`src/sv/slt_pkg.sv`:
```
// Shared types and constants for the sorted list table.
package slt_pkg;

   localparam int CAPACITY_DEF = 16;
   localparam int VALUE_W      = 32;
   localparam int INDEX_W      = 10;
   localparam int COUNT_W      = 11;

   typedef enum logic [1:0] {
      CMD_INSERT = 2'd0,
      CMD_REMOVE = 2'd1,
      CMD_READ   = 2'd2
   } cmd_type;

   typedef enum logic [1:0] {
      ST_OK    = 2'd0,
      ST_EMPTY = 2'd1,
      ST_RANGE = 2'd2,
      ST_FULL  = 2'd3
   } status_type;

   typedef enum logic [1:0] {
      S_IDLE,
      S_INSERT,
      S_REMOVE,
      S_READ
   } state_type;

endpackage

```
`src/sv/sorted_list_table.sv`:
```
// Sorted list table: ascending signed values in one synchronous RAM.
//
//   channel   ports                                     handshake
//   command   req_command, req_value, req_index         start & !busy
//   result    rsp_status, rsp_data, rsp_count           rsp_valid, one cycle
//
// Every command gives one result beat, registered in the cycle after the command finishes.
// Insert walks down from the top, one entry per cycle (read, compare, write
// one up), then writes the value; into an empty table it writes at once.
// Remove walks up from the index, one entry per cycle; the last entry needs none.
// Read waits on one RAM read; refused commands finish at once.
// The registered RAM read port sets the one-entry-per-cycle pace.
// Synchronous reset clears fill and control only; no clearing pass.
// The result side has no stall; busy holds off commands while one works.
module sorted_list_table
   import slt_pkg::*;
#(
   parameter int CAPACITY = CAPACITY_DEF
) (
   input  logic                      clock,
   input  logic                      reset,
   input  logic                      start,
   output logic                      busy,
   input  logic [1:0]                req_command,
   input  logic signed [VALUE_W-1:0] req_value,
   input  logic [INDEX_W-1:0]        req_index,
   output logic                      rsp_valid,
   output logic [1:0]                rsp_status,
   output logic signed [VALUE_W-1:0] rsp_data,
   output logic [COUNT_W-1:0]        rsp_count
);

   localparam int AW = $clog2(CAPACITY);
   localparam int FW = $clog2(CAPACITY + 1);
   localparam int PW = FW + 1;

   logic [VALUE_W-1:0] entries_ff [CAPACITY];
   logic [VALUE_W-1:0] rd_data_ff;

   state_type state_ff, state_in;
   logic [AW-1:0] ptr_ff, ptr_in;
   logic signed [VALUE_W-1:0] value_ff, value_in;
   logic [FW-1:0] fill_ff, fill_in;

   logic rsp_valid_ff;
   status_type rsp_status_ff, status_in;
   logic [VALUE_W-1:0] rsp_data_ff, data_in;
   logic [COUNT_W-1:0] rsp_count_ff;

   logic done;
   logic we;
   logic [AW-1:0] wr_addr, rd_addr;
   logic [VALUE_W-1:0] wr_data;

   logic [COUNT_W-1:0] idx_ext, fill_ext;
   logic [PW-1:0] ptr_plus2;

   assign idx_ext   = COUNT_W'(req_index);
   assign fill_ext  = COUNT_W'(fill_ff);
   assign ptr_plus2 = PW'(ptr_ff) + PW'(2);

   always_comb begin
      state_in  = state_ff;
      ptr_in    = ptr_ff;
      value_in  = value_ff;
      fill_in   = fill_ff;
      we        = 1'b0;
      wr_addr   = '0;
      wr_data   = '0;
      rd_addr   = '0;
      done      = 1'b0;
      status_in = ST_OK;
      data_in   = '0;
      unique case (state_ff)
         S_IDLE: begin
            if (start) begin
               value_in = req_value;
               unique case (req_command)
                  CMD_INSERT: begin
                     if (fill_ff == FW'(CAPACITY)) begin
                        status_in = ST_FULL;
                        done      = 1'b1;
                     end else if (fill_ff == '0) begin
                        we      = 1'b1;
                        wr_addr = '0;
                        wr_data = req_value;
                        fill_in = fill_ff + FW'(1);
                        done    = 1'b1;
                     end else begin
                        ptr_in   = AW'(fill_ff);
                        rd_addr  = AW'(fill_ff - FW'(1));
                        state_in = S_INSERT;
                     end
                  end
                  CMD_REMOVE: begin
                     if (fill_ff == '0) begin
                        status_in = ST_EMPTY;
                        done      = 1'b1;
                     end else if (idx_ext >= fill_ext) begin
                        status_in = ST_RANGE;
                        done      = 1'b1;
                     end else if (idx_ext + COUNT_W'(1) == fill_ext) begin
                        // last entry: nothing to shift
                        fill_in = fill_ff - FW'(1);
                        done    = 1'b1;
                     end else begin
                        ptr_in   = AW'(req_index);
                        rd_addr  = AW'(idx_ext + COUNT_W'(1));
                        state_in = S_REMOVE;
                     end
                  end
                  CMD_READ: begin
                     if (idx_ext < fill_ext) begin
                        rd_addr  = AW'(req_index);
                        state_in = S_READ;
                     end else begin
                        status_in = ST_RANGE;
                        done      = 1'b1;
                     end
                  end
                  default: begin
                     done = 1'b1;
                  end
               endcase
            end
         end
         S_INSERT: begin
            // rd_data_ff holds entry ptr-1; move it up while it is larger
            we = 1'b1;
            wr_addr = ptr_ff;
            if (ptr_ff != '0 && $signed(rd_data_ff) > value_ff) begin
               wr_data = rd_data_ff;
               ptr_in  = ptr_ff - AW'(1);
               rd_addr = ptr_ff - AW'(2);
            end else begin
               wr_data  = value_ff;
               fill_in  = fill_ff + FW'(1);
               done     = 1'b1;
               state_in = S_IDLE;
            end
         end
         S_REMOVE: begin
            // rd_data_ff holds entry ptr+1; move it down
            we      = 1'b1;
            wr_addr = ptr_ff;
            wr_data = rd_data_ff;
            if (ptr_plus2 < PW'(fill_ff)) begin
               ptr_in  = ptr_ff + AW'(1);
               rd_addr = AW'(ptr_plus2);
            end else begin
               fill_in  = fill_ff - FW'(1);
               done     = 1'b1;
               state_in = S_IDLE;
            end
         end
         S_READ: begin
            data_in  = rd_data_ff;
            done     = 1'b1;
            state_in = S_IDLE;
         end
         default: begin
            state_in = S_IDLE;
         end
      endcase
   end

   always_ff @(posedge clock) begin
      if (we) begin
         entries_ff[wr_addr] <= wr_data;
      end
      rd_data_ff <= entries_ff[rd_addr];
   end

   always_ff @(posedge clock) begin
      if (reset) begin
         state_ff     <= S_IDLE;
         fill_ff      <= '0;
         rsp_valid_ff <= 1'b0;
      end else begin
         state_ff     <= state_in;
         fill_ff      <= fill_in;
         rsp_valid_ff <= done;
      end
   end

   always_ff @(posedge clock) begin
      ptr_ff   <= ptr_in;
      value_ff <= value_in;
      if (done) begin
         rsp_status_ff <= status_in;
         rsp_data_ff   <= data_in;
         rsp_count_ff  <= COUNT_W'(fill_in);
      end
   end

   assign busy       = (state_ff != S_IDLE);
   assign rsp_valid  = rsp_valid_ff;
   assign rsp_status = rsp_status_ff;
   assign rsp_data   = rsp_data_ff;
   assign rsp_count  = rsp_count_ff;

endmodule

```
`config.mk`:
```
export PLATFORM = sky130hd
export DESIGN_NAME = sorted_list_table
export DESIGN_NICKNAME = d
export VERILOG_FILES = /design/src/sv/slt_pkg.sv /design/src/sv/sorted_list_table.sv
export SDC_FILE = /design/constraint.sdc
export NUM_CORES = 1
export LEC_CHECK = 0
export BUFFER_PORTS_ARGS = -buffer_cell sky130_fd_sc_hd__buf_4
export CORE_MARGIN = 2
export CORE_UTILIZATION = 45
export DETAILED_ROUTE_END_ITERATION = 12
export PLACE_DENSITY = 0.67
export RECOVER_POWER = 100
export SYNTH_ARGS = -nofsm -noshare
export SYNTH_HDL_FRONTEND = slang
export SYNTH_SLANG_ARGS = --single-unit
export TNS_END_PERCENT = 30
```
`constraint.sdc`:
```
create_clock -name clock -period 7.4 [get_ports clock]
set_input_delay 1.48 -clock clock [delete_from_list [all_inputs] [get_ports clock]]
set_output_delay 1.48 -clock clock [all_outputs]
set_load 0.02 [all_outputs]
```
== Word-level counts from Yosys, hierarchy flattened ==
Memories as Yosys holds them, arrays and structs flattened. A register that Yosys moved wholly into a read port is not among the register bits.
Index checks and enable logic that the tools add are counted.
W data, S select, Z words.

* Bits in writable memories: 512
* Memories kept: 1
* Output and inout port bits: 47
* Input port bits: 47
* Register bits after elaboration: 83

* Order comparisons: 4
* Equality and inequality tests: 20
* Add/sub/neg operators: 7
* Reduce and logical (&&, ||, !) cells: 11
* Muxes and demuxes: 71

{| class="wikitable"
|+ Memories
! name !! depth !! bits a word !! read ports !! clocked after memory_dff !! wr ports !! RTL line !! RTL
|-
| entries_ff || 16 || 32 || 1 || 1 || 1 || sorted_list_table.sv:37 || <nowiki>logic [VALUE_W-1:0] entries_ff [CAPACITY];</nowiki>
|}

{| class="wikitable"
|+ Operators by type and width
! operator !! number
|-
| $mux W32 || 5
|-
| $pmux W32 S3 || 1
|-
| $mux W4 || 18
|-
| $mux W5 || 8
|-
| $pmux W4 S3 || 3
|-
| $gt A32 B32 Y1 || 1
|-
| $mux W2 || 13
|-
| $reduce_and A10 Y1 || 2
|-
| $ne A3 B3 Y1 const B || 6
|-
| $pmux W5 S3 || 1
|-
| $mux W1 || 14
|-
| $pmux W2 S3 || 2
|-
| $add A10 B1 Y11 const B || 1
|-
| $eq A11 B5 Y1 || 1
|-
| $ge A10 B5 Y1 || 1
|-
| $lt A10 B5 Y1 || 1
|-
| $ne A2 B2 Y1 const B || 5
|-
| $pmux W5 S2 || 1
|-
| $pmux W2 S4 || 1
|-
| $pmux W4 S2 || 1
|-
| $eq A2 B2 Y1 const B || 3
|-
| $add A4 B2 Y5 const B || 1
|-
| $add A5 B1 Y5 const B || 1
|-
| $eq A5 B5 Y1 const B || 1
|-
| 19 further kinds || 21
|}

== Depth between registers and ports, before layout ==
* Depth in word-level cells: 8
* Mapped depth: 17
* Depth with buffers taken out: 13

== Least setup slack after synthesis ==
Ideal clock, no wire load.

* Path type: input to register
* From: input req_index[2]
* To: register rsp_count_ff[0], in the netlist rsp_count[0], enable pin
* Arrival: 4.687 ns
* Cell stages on the path: 8
* Path buffers: 1
* Path slack: 2.264 ns
* Data required time: 6.951 ns
* Setup time: 0.449 ns
* Cell sequence: clkbuf_2 nand3_1 or4b_1 nand4_1 a31oi_1 nor2_1 o21ai_0 a21oi_1

* Longest elaborated chain between the ends: 8
* Elaborated cells on any way between the ends: 11

{| class="wikitable"
|+ Ends and longest elaborated chain
! item !! RTL line !! RTL
|-
| start: declaration || sorted_list_table.sv:26 || <nowiki>input logic [INDEX_W-1:0] req_index,</nowiki>
|-
| $add A10 B1 Y11 || n/a ||
|-
| $eq A11 B5 Y1 || sorted_list_table.sv:102 || <nowiki>end else if (idx_ext + COUNT_W'(1) == fill_ext) begin</nowiki>
|-
| $mux W1 || sorted_list_table.sv:102 ||
|-
| $mux W1 || sorted_list_table.sv:99 || <nowiki>end else if (idx_ext >= fill_ext) begin</nowiki>
|-
| $mux W1 || sorted_list_table.sv:96 || <nowiki>if (fill_ff == '0) begin</nowiki>
|-
| $pmux W1 S3 (*) || sorted_list_table.sv:78 || <nowiki>unique case (req_command)</nowiki>
|-
| $mux W1 (*) || sorted_list_table.sv:76 || <nowiki>if (start) begin</nowiki>
|-
| $pmux W1 S4 (*) || sorted_list_table.sv:74 || <nowiki>unique case (state_ff)</nowiki>
|-
| named net done || sorted_list_table.sv:50 || <nowiki>logic done;</nowiki>
|-
| end signal: assignment || sorted_list_table.sv:192 || <nowiki>rsp_count_ff <= COUNT_W'(fill_in);</nowiki>
|-
| end: declaration || sorted_list_table.sv:48 || <nowiki>logic [COUNT_W-1:0] rsp_count_ff;</nowiki>
|}

The timed path passes the listed nets; every way through them passes the cells marked *.
A chain may end at the register's enable or synchronous reset.

== Final worst setup path ==
* From: register rd_data_ff[18] (read register of entries_ff)
* To: memory entries_ff[12][12], data pin

* Longest elaborated chain between the ends: 4

{| class="wikitable"
|+ Ends and longest elaborated chain
! item !! RTL line !! RTL
|-
| start: declaration || sorted_list_table.sv:38 || <nowiki>logic [VALUE_W-1:0] rd_data_ff;</nowiki>
|-
| $gt A32 B32 Y1 || sorted_list_table.sv:131 || <nowiki>if (ptr_ff != '0 && $signed(rd_data_ff) > value_ff) begin</nowiki>
|-
| $logic_and A1 B1 Y1 || sorted_list_table.sv:131 ||
|-
| $mux W32 || sorted_list_table.sv:131 ||
|-
| $pmux W32 S3 || sorted_list_table.sv:74 ||
|-
| named net wr_data[12] || sorted_list_table.sv:53 || <nowiki>logic [VALUE_W-1:0] wr_data;</nowiki>
|-
| end: declaration || sorted_list_table.sv:37 ||
|}

The timed path passes the listed nets, and every way through them passes these cells.

==> metrics.csv <==
metric,value,unit
wl_per_cell,24.6,microns
io_buffers,87,
crit_fanout,18,
clk_pin_slew,0.06,ns
hold_buffers,0,
r2r_end,entries_ff[12][12],
clk_path_buf_depth,3,
reg2reg_from,rd_data_ff[18],
syn_area_per_cell,14.4,sq um
dp_hpwl,36.9,mm
synth_seq_cells,627,
p_leak,10.6,nW
cts_resized,0,
hold_end,state_ff[0],
syn_inst,1877,
row_count,89,
die_w,249,microns
fin_crit,6.31,ns
power-per-cell-area,440,mW/mm^2
irDropWorstVdd,0.372,mV
clock.fmax,158,MHz
cp-end-kind,flip-flop,
cap_violations,23,
rrSetupSlack,1.09,ns
viasPerCell,5.99,
async_flop_share,0,%
grt_overflow,0,
crit_path_start_kind,flip-flop,
drive_above_1_share,13.1,%
grt_first_pass_wirelength,102,mm
cts_tree,yes,
yosysUniqueCellTypes,96,
io_pins,94,
rsz0062_at_grt,false,
hold_class,flip-flop to flip-flop,
first_global_vias,16100,
die-area,0.0621,sq mm
yosys_warnings,0,
synth_flop_cell,edfxtp_1,
postRouteAntennaNets,0,
path_class,flip-flop to flip-flop,
numClockSinks,627,
cts_post_setup_buffers_inserted,0,
die_y,249,microns
grt_use_total,21.7,%
worstSkewPairLatency,0.61,ns
min_path_cells,2,
grt_max_degree,96,
antenna_found_initial,1,
status,"complete, but fails checks",
seq_area_frac_synth,68.1,%
arrival,6.54,ns
worst_slew_pin_slew,3.14,ns
root_buffer,clkbuf_16,
r2r.worst_path.cells,11,
initial_core_util,45.7,%
drc,0,
setup_viol,0,
final_max_slew_viol_count,589,
hold_viol_final,0,
dr.pass1.iters,7,
relSlewSlack,-109,%
period_share,85.3,%
setup_tns,0,ns
clock_skew,0.0260,ns
vias,16600,
htreeDepth,3,
core_area,0.0592,sq mm
violations,"max-capacitance violations, max-slew violations",
fillers,4981,
netlist_area,0.0271,sq mm
cts_buffers,68,
hp-start,state_ff[0],
drt-total-wl,68.3,mm
drt_iter0_markers,1672,
nets,2056,
utilization,51.0,%
cp.required,7.63,ns
area_growth,11.5,%
synth_edf_count,587,
gp_congestion,0.876,
## critical path, cell delays in order, from the launching register on
cell      delay [ns]
dfxtp_1         0.46
ha_1            0.31
a41oi_1         0.21
o21ai_0         0.35
a221oi_1        0.79
o32ai_1         0.23
o311ai_0        1.31
or2_2           0.34
nand2_1         0.55
buf_4           0.47
a222oi_1        0.50
nor2_1          0.37
## cells in the mapped netlist (29+ instances only)
library cell | number | area share, %
inv_1 | 55 | 0.76
mux2i_1 | 68 | 2.5
clkbuf_1 | 77 | 1.1
a222oi_1 | 32 | 1.2
o21ai_0 | 87 | 1.6
o2bb2ai_1 | 31 | 1.0
or3_1 | 62 | 1.4
dfxtp_1 | 40 | 3.0
o221ai_1 | 32 | 1.0
nand2_1 | 41 | 0.57
a2bb2o_1 | 32 | 1.2
and2_1 | 35 | 0.81
edfxtp_1 | 587 | 65
o22ai_2 | 29 | 1.3
ha_1 | 60 | 2.8
mux2_2 | 63 | 2.6
a221o_1 | 30 | 1.1
nor3_1 | 43 | 0.80
nor2_1 | 226 | 3.1
## routing by layer
layer  GRT usage (%)  vias up  share of wire (%)
li1                -     7419                  -
met1            30.3     8347                 43
met2            35.0      738                 47
met3            3.71      117                7.4
met4            6.06        0                2.3
met5               0        -                  0
## how the worst max path moves through the flow
stage / from / endpoint / slack, ns / cells after the start
after floorplan: req_index[2] / rsp_count[0] / 2.26 / 8
after global placement: req_index[3] / rd_data_ff[9] / 1.87 / 13
after detailed placement: req_index[3] / rd_data_ff[14] / 1.74 / 13
after CTS: rd_data_ff[18] / entries_ff[10][19] / 1.81 / 11
after global routing: fill_ff[3] / rd_data_ff[14] / 0.82 / 13
final: rd_data_ff[18] / entries_ff[12][12] / 1.09 / 11
## state kept, by name (all words and copies together), names as in the netlist
signal,count
entries_ff,512
fill_ff,5
ptr_ff,4
rd_data_ff,32
rsp_count,5
rsp_data,32
rsp_status,2
rsp_valid,1
state_ff,2
value_ff,32
## layout by cell type, fill, tap and decap left out, types with 31 or more instances in the layout
master     Yosys  final
a222oi_1      32     32
a2bb2o_1      32     32
clkbuf_1      77    103
clkbuf_16      0     70
dfxtp_1       40     40
edfxtp_1     587    587
ha_1          60     60
inv_1         55     55
mux2_2        63     63
mux2i_1       68     68
nand2_1       41     41
nor2_1       226    218
nor3_1        43     43
o21ai_0       87     88
o221ai_1      32     32
o2bb2ai_1     31     31
or3_1         62     62
## power breakdown
part	total (mW)	switching [mW]	internal [mW]	leakage, nW
Combinational	4.67	3.15	1.52	3.73
Clock	3.26	1.38	1.88	1.04
Sequential	5.35	0.300	5.05	5.79
Total	13.3	4.84	8.45	10.6
## layout make-up
| class | count | area (sq um) | share of cell area, % |
|---|---|---|---|
| multi-input cells | 1072 | 7810 | 25.9 |
| diodes | 1 | 2.50 | 0.00829 |
| clock buffers | 99 | 1900 | 6.30 |
| flip-flops and latches | 627 | 18400 | 61.0 |
| inverters | 56 | 210 | 0.696 |
| well taps | 773 | 967 | 3.20 |
| repair buffers | 123 | 628 | 2.08 |
| clock inverters | 25 | 243 | 0.804 |
## stage by stage
step           setup WS [ns]  cell area (sq um)  std cells  power (mW)  hold WS (ns)
2_1_floorplan           2.26              27100       1882        8.58         0.466
3_3_place_gp            1.87              28500       2651        10.1         0.519
3_5_place_dp            1.74              28500       2651        10.2         0.541
4_1_cts                 1.81              30600       2775        13.5         0.567
5_1_grt                0.818              30200       2775        13.9         0.552
6_report                1.09              30200       2776        13.3         0.543
## logic make-up after synthesis
group	count (synthesis)	share of synthesized area (%)
xor gates and xnor gates	11	0.356
other	1	0.0139
adders and majority gates	61	2.85
AOI/OAI and AO/OA	379	11.6
buffers and inverters	183	3.36
and+or+nand+nor	483	8.60
DFF	627	68.1
muxes	132	5.18
No activity file was read; power rests on OpenSTA's default activity.
